$ cat src/rtl/linear_equation_stream_solver_defines.svh
// Assertion macros for the linear equation stream solver.
// Uses clk and rst of the module that includes it; no other dependencies.
`ifndef LINEAR_EQUATION_STREAM_SOLVER_DEFINES_SVH
`define LINEAR_EQUATION_STREAM_SOLVER_DEFINES_SVH

// Same-cycle implication, checked outside reset.
`define LESS_ASSERT_NOW(label, cond, conseq, msg) \
  label: assert property (@(posedge clk) disable iff (rst) (cond) |-> (conseq)) \
    else $error(msg);

// Next-cycle implication, checked outside reset.
`define LESS_ASSERT_NEXT(label, cond, conseq, msg) \
  label: assert property (@(posedge clk) disable iff (rst) (cond) |=> (conseq)) \
    else $error(msg);

`endif

$ cat src/rtl/less_pkg.sv
// Shared types and constants for the linear equation stream solver.
// No dependencies; used by the controller, the datapath and the top level.
package less_pkg;

  localparam logic [7:0] CH_0     = 8'h30;  // '0'
  localparam logic [7:0] CH_9     = 8'h39;  // '9'
  localparam logic [7:0] CH_X     = 8'h78;  // 'x'
  localparam logic [7:0] CH_MINUS = 8'h2D;  // '-'
  localparam logic [7:0] CH_PLUS  = 8'h2B;  // '+'
  localparam logic [7:0] CH_EQ    = 8'h3D;  // '='

  localparam logic [1:0] KIND_UNIQUE   = 2'd0;
  localparam logic [1:0] KIND_NONE     = 2'd1;
  localparam logic [1:0] KIND_INFINITE = 2'd2;

  // Controller to datapath.
  typedef struct packed {
    logic char_en;    // process the accepted character
    logic flush;      // add pending number to the constant sum
    logic div_start;  // load divider operands
    logic div_step;   // one restoring-division step
    logic finish;     // load result word, clear parse state
  } cmd_t;

  // Datapath to controller.
  typedef struct packed {
    logic div_last;   // current step is the final one
  } status_t;

endpackage

$ cat src/rtl/less_stream_if.sv
// Valid/ready channel interfaces for the solver: character input and result output.
// Depends on nothing but plain logic types.
interface less_in_if;
  logic       valid;
  logic       ready;
  logic [7:0] char_code;
  logic       last_char;

  modport source (output valid, output char_code, output last_char, input ready);
  modport sink   (input valid, input char_code, input last_char, output ready);
endinterface

interface less_out_if;
  logic               valid;
  logic               ready;
  logic [1:0]         solution_kind;
  logic signed [31:0] solution_value;

  modport source (output valid, output solution_kind, output solution_value, input ready);
  modport sink   (input valid, input solution_kind, input solution_value, output ready);
endinterface

$ cat src/rtl/linear_equation_stream_solver.sv
// Linear equation stream solver: one equation in x, one character per word.
// Input channel in_ch carries char_code and last_char; output channel out_ch carries
// solution_kind (0 unique, 1 no solution, 2 infinite) and solution_value.
// A character word is taken every cycle while an equation is being read; digits build
// numbers, a number before 'x' feeds the x coefficient, others the constant, and terms
// after '=' change sign. Number and sums saturate at +-(2^(ACC_WIDTH-1)-1).
// After the word marked last, the controller runs one flush step, one divider setup step
// and ACC_WIDTH-1 restoring-division steps (one quotient bit each), then loads the
// output register once it is free. in_ch.ready is low from the last character until
// the result is loaded, so the next equation starts the cycle after the load; the result
// value is -constant/coefficient truncated toward zero and saturated to 32 bits, and 0
// when there is no unique value. If out_ch stalls, the result word holds and characters
// of the next equation are still taken; once that equation ends, its result waits in the
// controller with in_ch.ready low until the register is free. Synchronous reset rst
// clears all sums, the sign state and out_ch.valid.
// Depends on less_pkg, less_stream_if, less_ctrl, less_dp and the defines header.
`include "linear_equation_stream_solver_defines.svh"

module linear_equation_stream_solver #(
  parameter int ACC_WIDTH = 48
) (
  input  logic        clk,
  input  logic        rst,
  less_in_if.sink     in_ch,
  less_out_if.source  out_ch
);

  less_pkg::cmd_t    cmd;
  less_pkg::status_t status;

  less_ctrl u_ctrl (
    .clk       (clk),
    .rst       (rst),
    .in_valid  (in_ch.valid),
    .in_last   (in_ch.last_char),
    .in_ready  (in_ch.ready),
    .out_valid (out_ch.valid),
    .out_ready (out_ch.ready),
    .cmd       (cmd),
    .status    (status)
  );

  less_dp #(
    .ACC_WIDTH (ACC_WIDTH)
  ) u_dp (
    .clk            (clk),
    .rst            (rst),
    .cmd            (cmd),
    .status         (status),
    .char_code      (in_ch.char_code),
    .solution_kind  (out_ch.solution_kind),
    .solution_value (out_ch.solution_value)
  );

  `LESS_ASSERT_NEXT(a_last_blocks_input,
    in_ch.valid && in_ch.ready && in_ch.last_char, !in_ch.ready,
    "input still ready after last character")
  `LESS_ASSERT_NOW(a_result_from_finish,
    $rose(out_ch.valid), $past(cmd.finish),
    "result valid without a finish command")
  `LESS_ASSERT_NOW(a_no_value_when_not_unique,
    out_ch.valid && (out_ch.solution_kind != less_pkg::KIND_UNIQUE),
    out_ch.solution_value == 32'sd0,
    "value nonzero for non-unique result")

endmodule

$ cat src/rtl/less_ctrl.sv
// Sequencer for the solver: parse, flush, divider setup, divide, hand off result.
// Depends on less_pkg for the command and status structs.
module less_ctrl (
  input  logic              clk,
  input  logic              rst,
  input  logic              in_valid,
  input  logic              in_last,
  output logic              in_ready,
  output logic              out_valid,
  input  logic              out_ready,
  output less_pkg::cmd_t    cmd,
  input  less_pkg::status_t status
);

  localparam logic [2:0] S_PARSE = 3'd0;
  localparam logic [2:0] S_FLUSH = 3'd1;
  localparam logic [2:0] S_SETUP = 3'd2;
  localparam logic [2:0] S_DIV   = 3'd3;
  localparam logic [2:0] S_DONE  = 3'd4;

  logic [2:0] state, state_next;
  logic       accept;
  logic       slot_free;

  assign in_ready  = (state == S_PARSE);
  assign accept    = in_valid && in_ready;
  assign slot_free = !out_valid || out_ready;

  always_comb begin
    state_next    = state;
    cmd           = '0;
    cmd.char_en   = accept;
    case (state)
      S_PARSE: begin
        if (accept && in_last) state_next = S_FLUSH;
      end
      S_FLUSH: begin
        cmd.flush  = 1'b1;
        state_next = S_SETUP;
      end
      S_SETUP: begin
        cmd.div_start = 1'b1;
        state_next    = S_DIV;
      end
      S_DIV: begin
        cmd.div_step = 1'b1;
        if (status.div_last) state_next = S_DONE;
      end
      S_DONE: begin
        // hold until the output register can take the word
        if (slot_free) begin
          cmd.finish = 1'b1;
          state_next = S_PARSE;
        end
      end
      default: state_next = S_PARSE;
    endcase
  end

  always_ff @(posedge clk) begin
    if (rst) begin
      state     <= S_PARSE;
      out_valid <= 1'b0;
    end else begin
      state <= state_next;
      if (cmd.finish) begin
        out_valid <= 1'b1;
      end else if (out_ready) begin
        out_valid <= 1'b0;
      end
    end
  end

endmodule

$ cat src/rtl/less_dp.sv
// Datapath for the solver: character parsing, saturating sums, restoring divider,
// result saturation and output register. Depends on less_pkg.
module less_dp #(
  parameter int ACC_WIDTH = 48
) (
  input  logic                 clk,
  input  logic                 rst,
  input  less_pkg::cmd_t       cmd,
  output less_pkg::status_t    status,
  input  logic [7:0]           char_code,
  output logic [1:0]           solution_kind,
  output logic signed [31:0]   solution_value
);

  localparam int MW = ACC_WIDTH - 1;                 // magnitude width
  localparam int CW = $clog2(MW + 1);                // step counter width
  localparam int QW = (MW > 33) ? MW : 33;           // quotient compare width
  localparam logic signed [ACC_WIDTH-1:0] ACC_MAX = {1'b0, {(ACC_WIDTH-1){1'b1}}};

  logic signed [ACC_WIDTH-1:0] x_coef, const_sum;
  logic [ACC_WIDTH-1:0]        num_acc;
  logic                        on_left, term_pos, prev_zero;

  logic [MW-1:0] divisor, quo, rem;
  logic          neg;
  logic [CW-1:0] count;

  function automatic logic signed [ACC_WIDTH-1:0] sat_add(
    input logic signed [ACC_WIDTH-1:0] a,
    input logic signed [ACC_WIDTH-1:0] b
  );
    logic signed [ACC_WIDTH:0] s;
    logic signed [ACC_WIDTH:0] hi;
    s  = {a[ACC_WIDTH-1], a} + {b[ACC_WIDTH-1], b};
    hi = {1'b0, ACC_MAX};
    if (s > hi) return ACC_MAX;
    else if (s < -hi) return -ACC_MAX;
    else return s[ACC_WIDTH-1:0];
  endfunction

  // decode and term arithmetic
  logic                        is_digit;
  logic [3:0]                  digit;
  logic [ACC_WIDTH+3:0]        prod;
  logic [ACC_WIDTH-1:0]        x_mag;
  logic signed [ACC_WIDTH-1:0] x_term, c_term;
  logic                        term_sign_pos;

  always_comb begin
    is_digit      = (char_code >= less_pkg::CH_0) && (char_code <= less_pkg::CH_9);
    digit         = char_code[3:0];
    prod          = {1'b0, num_acc, 3'b000} + {3'b000, num_acc, 1'b0}
                  + {{ACC_WIDTH{1'b0}}, digit};
    term_sign_pos = (on_left == term_pos);
    x_mag         = ((num_acc == '0) && !prev_zero) ? ACC_WIDTH'(1) : num_acc;
    x_term        = term_sign_pos ? $signed(x_mag) : -$signed(x_mag);
    c_term        = term_sign_pos ? $signed(num_acc) : -$signed(num_acc);
  end

  // divider step
  logic [MW:0] rem_shift, rem_diff;
  logic        fits;

  always_comb begin
    rem_shift = {rem, quo[MW-1]};
    rem_diff  = rem_shift - {1'b0, divisor};
    fits      = (rem_shift >= {1'b0, divisor});
  end

  assign status.div_last = (count == CW'(1));

  // result formatting
  logic [QW-1:0]      qx;
  logic signed [31:0] q_sat;
  logic [1:0]         kind;

  always_comb begin
    qx = QW'(quo);
    if (neg) begin
      if (qx > QW'(33'h0_8000_0000)) q_sat = 32'sh8000_0000;
      else q_sat = -$signed(qx[31:0]);
    end else begin
      if (qx > QW'(33'h0_7FFF_FFFF)) q_sat = 32'sh7FFF_FFFF;
      else q_sat = $signed(qx[31:0]);
    end
    if (x_coef == '0) begin
      kind = (const_sum == '0) ? less_pkg::KIND_INFINITE : less_pkg::KIND_NONE;
    end else begin
      kind = less_pkg::KIND_UNIQUE;
    end
  end

  // parse state
  always_ff @(posedge clk) begin
    if (rst || cmd.finish) begin
      x_coef    <= '0;
      const_sum <= '0;
      num_acc   <= '0;
      on_left   <= 1'b1;
      term_pos  <= 1'b1;
      prev_zero <= 1'b0;
    end else if (cmd.flush) begin
      const_sum <= sat_add(const_sum, c_term);
      num_acc   <= '0;
    end else if (cmd.char_en) begin
      prev_zero <= (char_code == less_pkg::CH_0);
      if (is_digit) begin
        // saturate once the number would pass the accumulator limit
        if (prod > {4'b0000, ACC_MAX}) num_acc <= ACC_MAX;
        else num_acc <= prod[ACC_WIDTH-1:0];
      end else if (char_code == less_pkg::CH_X) begin
        x_coef  <= sat_add(x_coef, x_term);
        num_acc <= '0;
      end else if (char_code == less_pkg::CH_MINUS) begin
        const_sum <= sat_add(const_sum, c_term);
        num_acc   <= '0;
        term_pos  <= 1'b0;
      end else if (char_code == less_pkg::CH_PLUS) begin
        const_sum <= sat_add(const_sum, c_term);
        num_acc   <= '0;
        term_pos  <= 1'b1;
      end else if (char_code == less_pkg::CH_EQ) begin
        const_sum <= sat_add(const_sum, c_term);
        num_acc   <= '0;
        on_left   <= 1'b0;
        term_pos  <= 1'b1;
      end
    end
  end

  // divider and output word
  always_ff @(posedge clk) begin
    if (rst) begin
      count <= '0;
    end else if (cmd.div_start) begin
      count <= CW'(MW);
    end else if (cmd.div_step) begin
      count <= count - CW'(1);
    end
  end

  always_ff @(posedge clk) begin
    if (cmd.div_start) begin
      divisor <= x_coef[ACC_WIDTH-1] ? MW'(-x_coef) : MW'(x_coef);
      quo     <= const_sum[ACC_WIDTH-1] ? MW'(-const_sum) : MW'(const_sum);
      rem     <= '0;
      // -C / X is negative when C and X share a sign
      neg     <= (x_coef[ACC_WIDTH-1] == const_sum[ACC_WIDTH-1]);
    end else if (cmd.div_step) begin
      rem <= fits ? rem_diff[MW-1:0] : rem_shift[MW-1:0];
      quo <= {quo[MW-2:0], fits};
    end
    if (cmd.finish) begin
      solution_kind  <= kind;
      solution_value <= (kind == less_pkg::KIND_UNIQUE) ? q_sat : 32'sd0;
    end
  end

endmodule

$ cat src/flat_wrapper.sv
// flat-port wrapper written by rule: the top's interface ports become plain ports
module linear_equation_stream_solver_flat 
#(
  parameter int ACC_WIDTH = 48
)
  (clk, rst, in_ch_valid, in_ch_char_code, in_ch_last_char, in_ch_ready, out_ch_valid, out_ch_solution_kind, out_ch_solution_value, out_ch_ready);
  less_in_if in_ch_i ();
  less_out_if out_ch_i ();
  input  logic clk;
  input  logic rst;
  input wire logic [$bits(in_ch_i.valid)-1:0] in_ch_valid;
  input wire logic [$bits(in_ch_i.char_code)-1:0] in_ch_char_code;
  input wire logic [$bits(in_ch_i.last_char)-1:0] in_ch_last_char;
  output wire logic [$bits(in_ch_i.ready)-1:0] in_ch_ready;
  output wire logic [$bits(out_ch_i.valid)-1:0] out_ch_valid;
  output wire logic [$bits(out_ch_i.solution_kind)-1:0] out_ch_solution_kind;
  output wire logic [$bits(out_ch_i.solution_value)-1:0] out_ch_solution_value;
  input wire logic [$bits(out_ch_i.ready)-1:0] out_ch_ready;
  assign in_ch_i.valid = in_ch_valid;
  assign in_ch_i.char_code = in_ch_char_code;
  assign in_ch_i.last_char = in_ch_last_char;
  assign in_ch_ready = in_ch_i.ready;
  assign out_ch_valid = out_ch_i.valid;
  assign out_ch_solution_kind = out_ch_i.solution_kind;
  assign out_ch_solution_value = out_ch_i.solution_value;
  assign out_ch_i.ready = out_ch_ready;
  linear_equation_stream_solver #(.ACC_WIDTH(ACC_WIDTH)) u_core (.clk(clk), .rst(rst), .in_ch(in_ch_i), .out_ch(out_ch_i));
endmodule
$ cat config.mk
export PLATFORM = sky130hd
export DESIGN_NAME = linear_equation_stream_solver_flat
export DESIGN_NICKNAME = d
export VERILOG_FILES = /design/src/rtl/less_pkg.sv /design/src/rtl/less_stream_if.sv /design/src/rtl/linear_equation_stream_solver.sv /design/src/rtl/less_ctrl.sv /design/src/rtl/less_dp.sv /design/src/flat_wrapper.sv
export VERILOG_INCLUDE_DIRS = /design/src /design/src/rtl
export SDC_FILE = /design/constraint.sdc
export NUM_CORES = 1
export LEC_CHECK = 0
export ABC_AREA = 1
export BUFFER_PORTS_ARGS = -buffer_cell sky130_fd_sc_hd__buf_2
export CAP_MARGIN = 10
export CORE_ASPECT_RATIO = 1.4
export CORE_MARGIN = 4
export CORE_UTILIZATION = 45
export CTS_CLUSTER_DIAMETER = 120
export CTS_CLUSTER_SIZE = 28
export DETAILED_ROUTE_END_ITERATION = 10
export PLACE_DENSITY = 0.69
export SLEW_MARGIN = 20
export SYNTH_ARGS = -nofsm -noshare
export SYNTH_HDL_FRONTEND = slang
export SYNTH_SLANG_ARGS = --single-unit
export TNS_END_PERCENT = 5
$ cat constraint.sdc
create_clock -name clk -period 8.9 [get_ports clk]
set_input_delay 0 -clock clk [delete_from_list [all_inputs] [get_ports clk]]
set_output_delay 0 -clock clk [all_outputs]
set_load 0.05 [all_outputs]
==> impl_metrics.py <==
metrics = {
    "power": {
        "total_power_mw": 7.03,
        "power_density_nw_per_um2": 201,
        "power_leakage_nw": 18.1,
        "max-vdd-ir-drop_uv": 170,
    },
    "clock_network": {
        "clock-sinks": 333,
        "postCtsSetupRepairBufs": 0,
        "numCtsBuffers": 17,
        "clockBufferDepth": 3,
        "clk_pin_slew_worst_paths_ns": 0.11,
        "post_cts_resized": 0,
        "cts_htree_levels": 1,
        "cts_root_buffer": "clkbuf_16",
        "worst_skew_pair.late_latency_ns": 0.57,
        "postCtsHoldBufs": 14,
        "cts_tree": "built",
    },
    "timing": {
        "layout_setup_ws_ns": 1.18,
        "setup_viol": 0,
        "max_freq_ghz": 0.129,
        "relSlewSlack_pct": 26.8,
        "slew_violations": 0,
        "skew_ns": 0.0465,
        "tightest_slew_ns": 1.09,
        "finalCritPeriodShare_pct": 86.8,
        "fin_tns_setup_ns": 0,
        "finalHoldViolations": 0,
        "rsz0062_at_grt": "no",
        "period_needed_ns": 7.72,
    },
    "die": {
        "ios": 49,
        "fp.dieW_um": 238,
        "rows": 117,
        "start_util_pct": 45.5,
        "dieArea_um2": 78400,
        "die_h_um": 330,
        "core_area_um2": 73000,
    },
    "routing": {
        "dr.pass1.iters": 5,
        "drc": 0,
        "antenna_left": 0,
        "dr.first_iter.drc_count": 2361,
        "num_vias": 34000,
        "post_drt_wl_per_cell_um": 17.2,
        "routed_wl_um": 109000,
        "viasPerCell": 5.37,
    },
    "layout": {
        "fin_cells": 6334,
        "area_growth_pct": 5.29,
        "design_area_um2": 35000,
        "multiInputGateArea_um2": 21600,
        "nFillCells": 7644,
        "layout-drive-gt1-share_pct": 3.12,
        "layout.nets": 5637,
        "final_common_cell": "nand2_1",
        "n_antenna_cell": 0,
        "layout_common_cells": "1,515 x nand2_1, 818 x inv_1, 553 x nor2_1",
        "regArea_um2": 7960,
    },
    "synth": {
        "ys_warn_count": 0,
        "yosys-mux-area-fraction_pct": 0.0301,
        "async_flop_share_pct": 0,
        "yosys.area_share.simple_pct": 32.2,
        "ys_seq_elements": 333,
        "synthFlopType": "dfxtp_1",
        "synth_top_family_by_area": "simple AND/OR/NAND/NOR gates",
        "syn_inst": 5398,
        "syn_area_um2": 33200,
        "synth_compound_area_share_pct": 15.7,
        "synth_fa_ha_area_share_pct": 9.63,
        "synth-xor-area-share_pct": 7.22,
        "syn_area_per_cell_um2": 6.16,
        "ys_seq_area_share_pct": 23.9,
        "synth_edf_count": 129,
        "synth_nets": 5664,
        "synth_cell_types": 57,
    },
    "critical_path": {
        "critPathCaptureType": "flip-flop",
        "cp-start-kind": "flip-flop",
        "cpPeakStageDelay_ns": 0.50,
        "cp_max_fo": 47,
        "cp_top_family": "simple AND/OR/NAND/NOR gates",
        "cp_num_buf_inv": 6,
        "slowest_stage": "xor2_1",
        "critical_path_arrival_ns": 8.19,
        "cp_common_cell": "nor2_1",
        "critPathRequiredTime_ns": 9.36,
        "crit_type": "reg -> reg",
    },
    "outcome": {
        "status": "finished clean",
    },
    "run": {
        "maxCapViolCount": 0,
    },
    "global_route": {
        "track_usage_pct": 27.0,
        "overflow": 0,
        "grt_max_degree": 99,
        "grt_antenna_before_repair": 0,
        "grt_pass1_vias": 32400,
        "grt_pass1_wl_um": 171000,
    },
    "worst_hold_path": {
        "hold_class": "in -> reg",
    },
    "placement": {
        "place_hpwl_um": 89500,
        "dp.cells": 6290,
        "io_buffer_count": 48,
        "dp_slack_ns": 1.41,
        "placed_cell_area_um2": 34300,
        "gp_congestion": 1.05,
    },
}
-- registers in the layout, summed over array words and instances (netlist names), 6 cells and up --
register                    cells
u_core.u_dp.count               6
u_core.u_dp.const_sum          48
u_core.u_dp.divisor            47
u_core.u_dp.num_acc            48
u_core.u_dp.rem                47
u_core.u_dp.x_coef             48
u_core.u_dp.quo                47
u_core.u_dp.solution_value     32
-- logic make-up after synthesis --
kind of cell	after synthesis
compound gates	976
xor+xnor	274
fa+ha+maj	253
buf+inv	967
flops	333
mux	1
simple gates	2594
-- layout make-up --
cell class / count / share of cell area, %
sequential: 333 / 22.7
multi-input combinational: 4098 / 61.8
tap: 952 / 3.40
inverter: 836 / 8.97
clock buffer: 25 / 1.30
timing repair buffer: 85 / 1.58
clock inverter: 5 / 0.247
-- synthesized netlist by cell type, drive strengths merged, types with 3 or more instances --
| cell type | instances | area (µm²) |
|---|---|---|
| a211oi | 7 | 52.6 |
| a21boi | 7 | 52.6 |
| a21o | 23 | 173 |
| a21oi | 456 | 2290 |
| a31oi | 32 | 200 |
| and3 | 5 | 31.3 |
| buf | 39 | 247 |
| clkbuf | 92 | 345 |
| dfxtp | 204 | 4080 |
| edfxtp | 129 | 3870 |
| fa | 5 | 100 |
| ha | 248 | 3100 |
| inv | 834 | 3130 |
| nand2 | 1518 | 5700 |
| nand3 | 260 | 1310 |
| nand3b | 22 | 165 |
| nand4 | 68 | 425 |
| nor2 | 569 | 2170 |
| nor3 | 81 | 450 |
| nor4 | 40 | 265 |
| o211ai | 15 | 113 |
| o21a | 11 | 82.6 |
| o21ai | 381 | 1910 |
| o21bai | 18 | 135 |
| o221ai | 4 | 35.0 |
| o22ai | 3 | 25.0 |
| o31ai | 5 | 37.5 |
| o41ai | 5 | 43.8 |
| or2 | 25 | 156 |
| or3 | 3 | 18.8 |
| xnor2 | 103 | 902 |
| xor2 | 171 | 1500 |
-- worst paths after layout --
path	startpoint	endpoint	slack, ns	depth (start not counted)
worst max-delay path	u_core.u_dp.num_acc[0]$_SDFFE_PP0P_	u_core.u_dp.x_coef[30]$_SDFFE_PP0P_	1.18	42
worst min-delay path	in_ch_char_code[2]	u_core.u_dp.num_acc[2]$_SDFFE_PP0P_	0.1	6
worst max register to register	u_core.u_dp.num_acc[0]$_SDFFE_PP0P_	u_core.u_dp.x_coef[30]$_SDFFE_PP0P_	1.18	42
worst min register to register	u_core.u_dp.rem[24]$_SDFFE_PP0P_	u_core.u_dp.rem[24]$_SDFFE_PP0P_	0.48	2
-- worst min-delay path, delay by kind of cell --
| kind | cells | cell delay (ns) |
|---|---|---|
| adder cells (fa/ha/maj) | 2 | 0.27 |
| AND/OR/NAND/NOR | 2 | 0.14 |
| buffers and inverters | 1 | 0.12 |
| AO/OA/AOI/OAI | 1 | 0.10 |
-- per-layer routing --
layer	up-vias	GRT usage, %	wire (µm)
met4	0	16.0	7750
met1	15400	32.6	45500
met5	-	0	0
met2	919	47.1	51400
li1	17400	-	-
met3	275	1.80	4400
-- stage by stage --
| stage | hold slack [ns] | utilization (%) |
|---|---|---|
| after floorplan | 0.0691 | - |
| after global placement | 0.214 | 47.0 |
| after detailed placement | 0.213 | 47.0 |
| after CTS | 0.0710 | 47.9 |
| after global routing | 0.139 | 47.9 |
| final | 0.0977 | 47.9 |
-- where the power goes --
group / internal, mW / total (mW) / switching, mW
registers: 2.05 / 2.43 / 0.386
clock network: 0.383 / 0.949 / 0.566
logic: 1.14 / 3.65 / 2.51
total: 3.57 / 7.03 / 3.46
(Power assumes the default switching activity.)
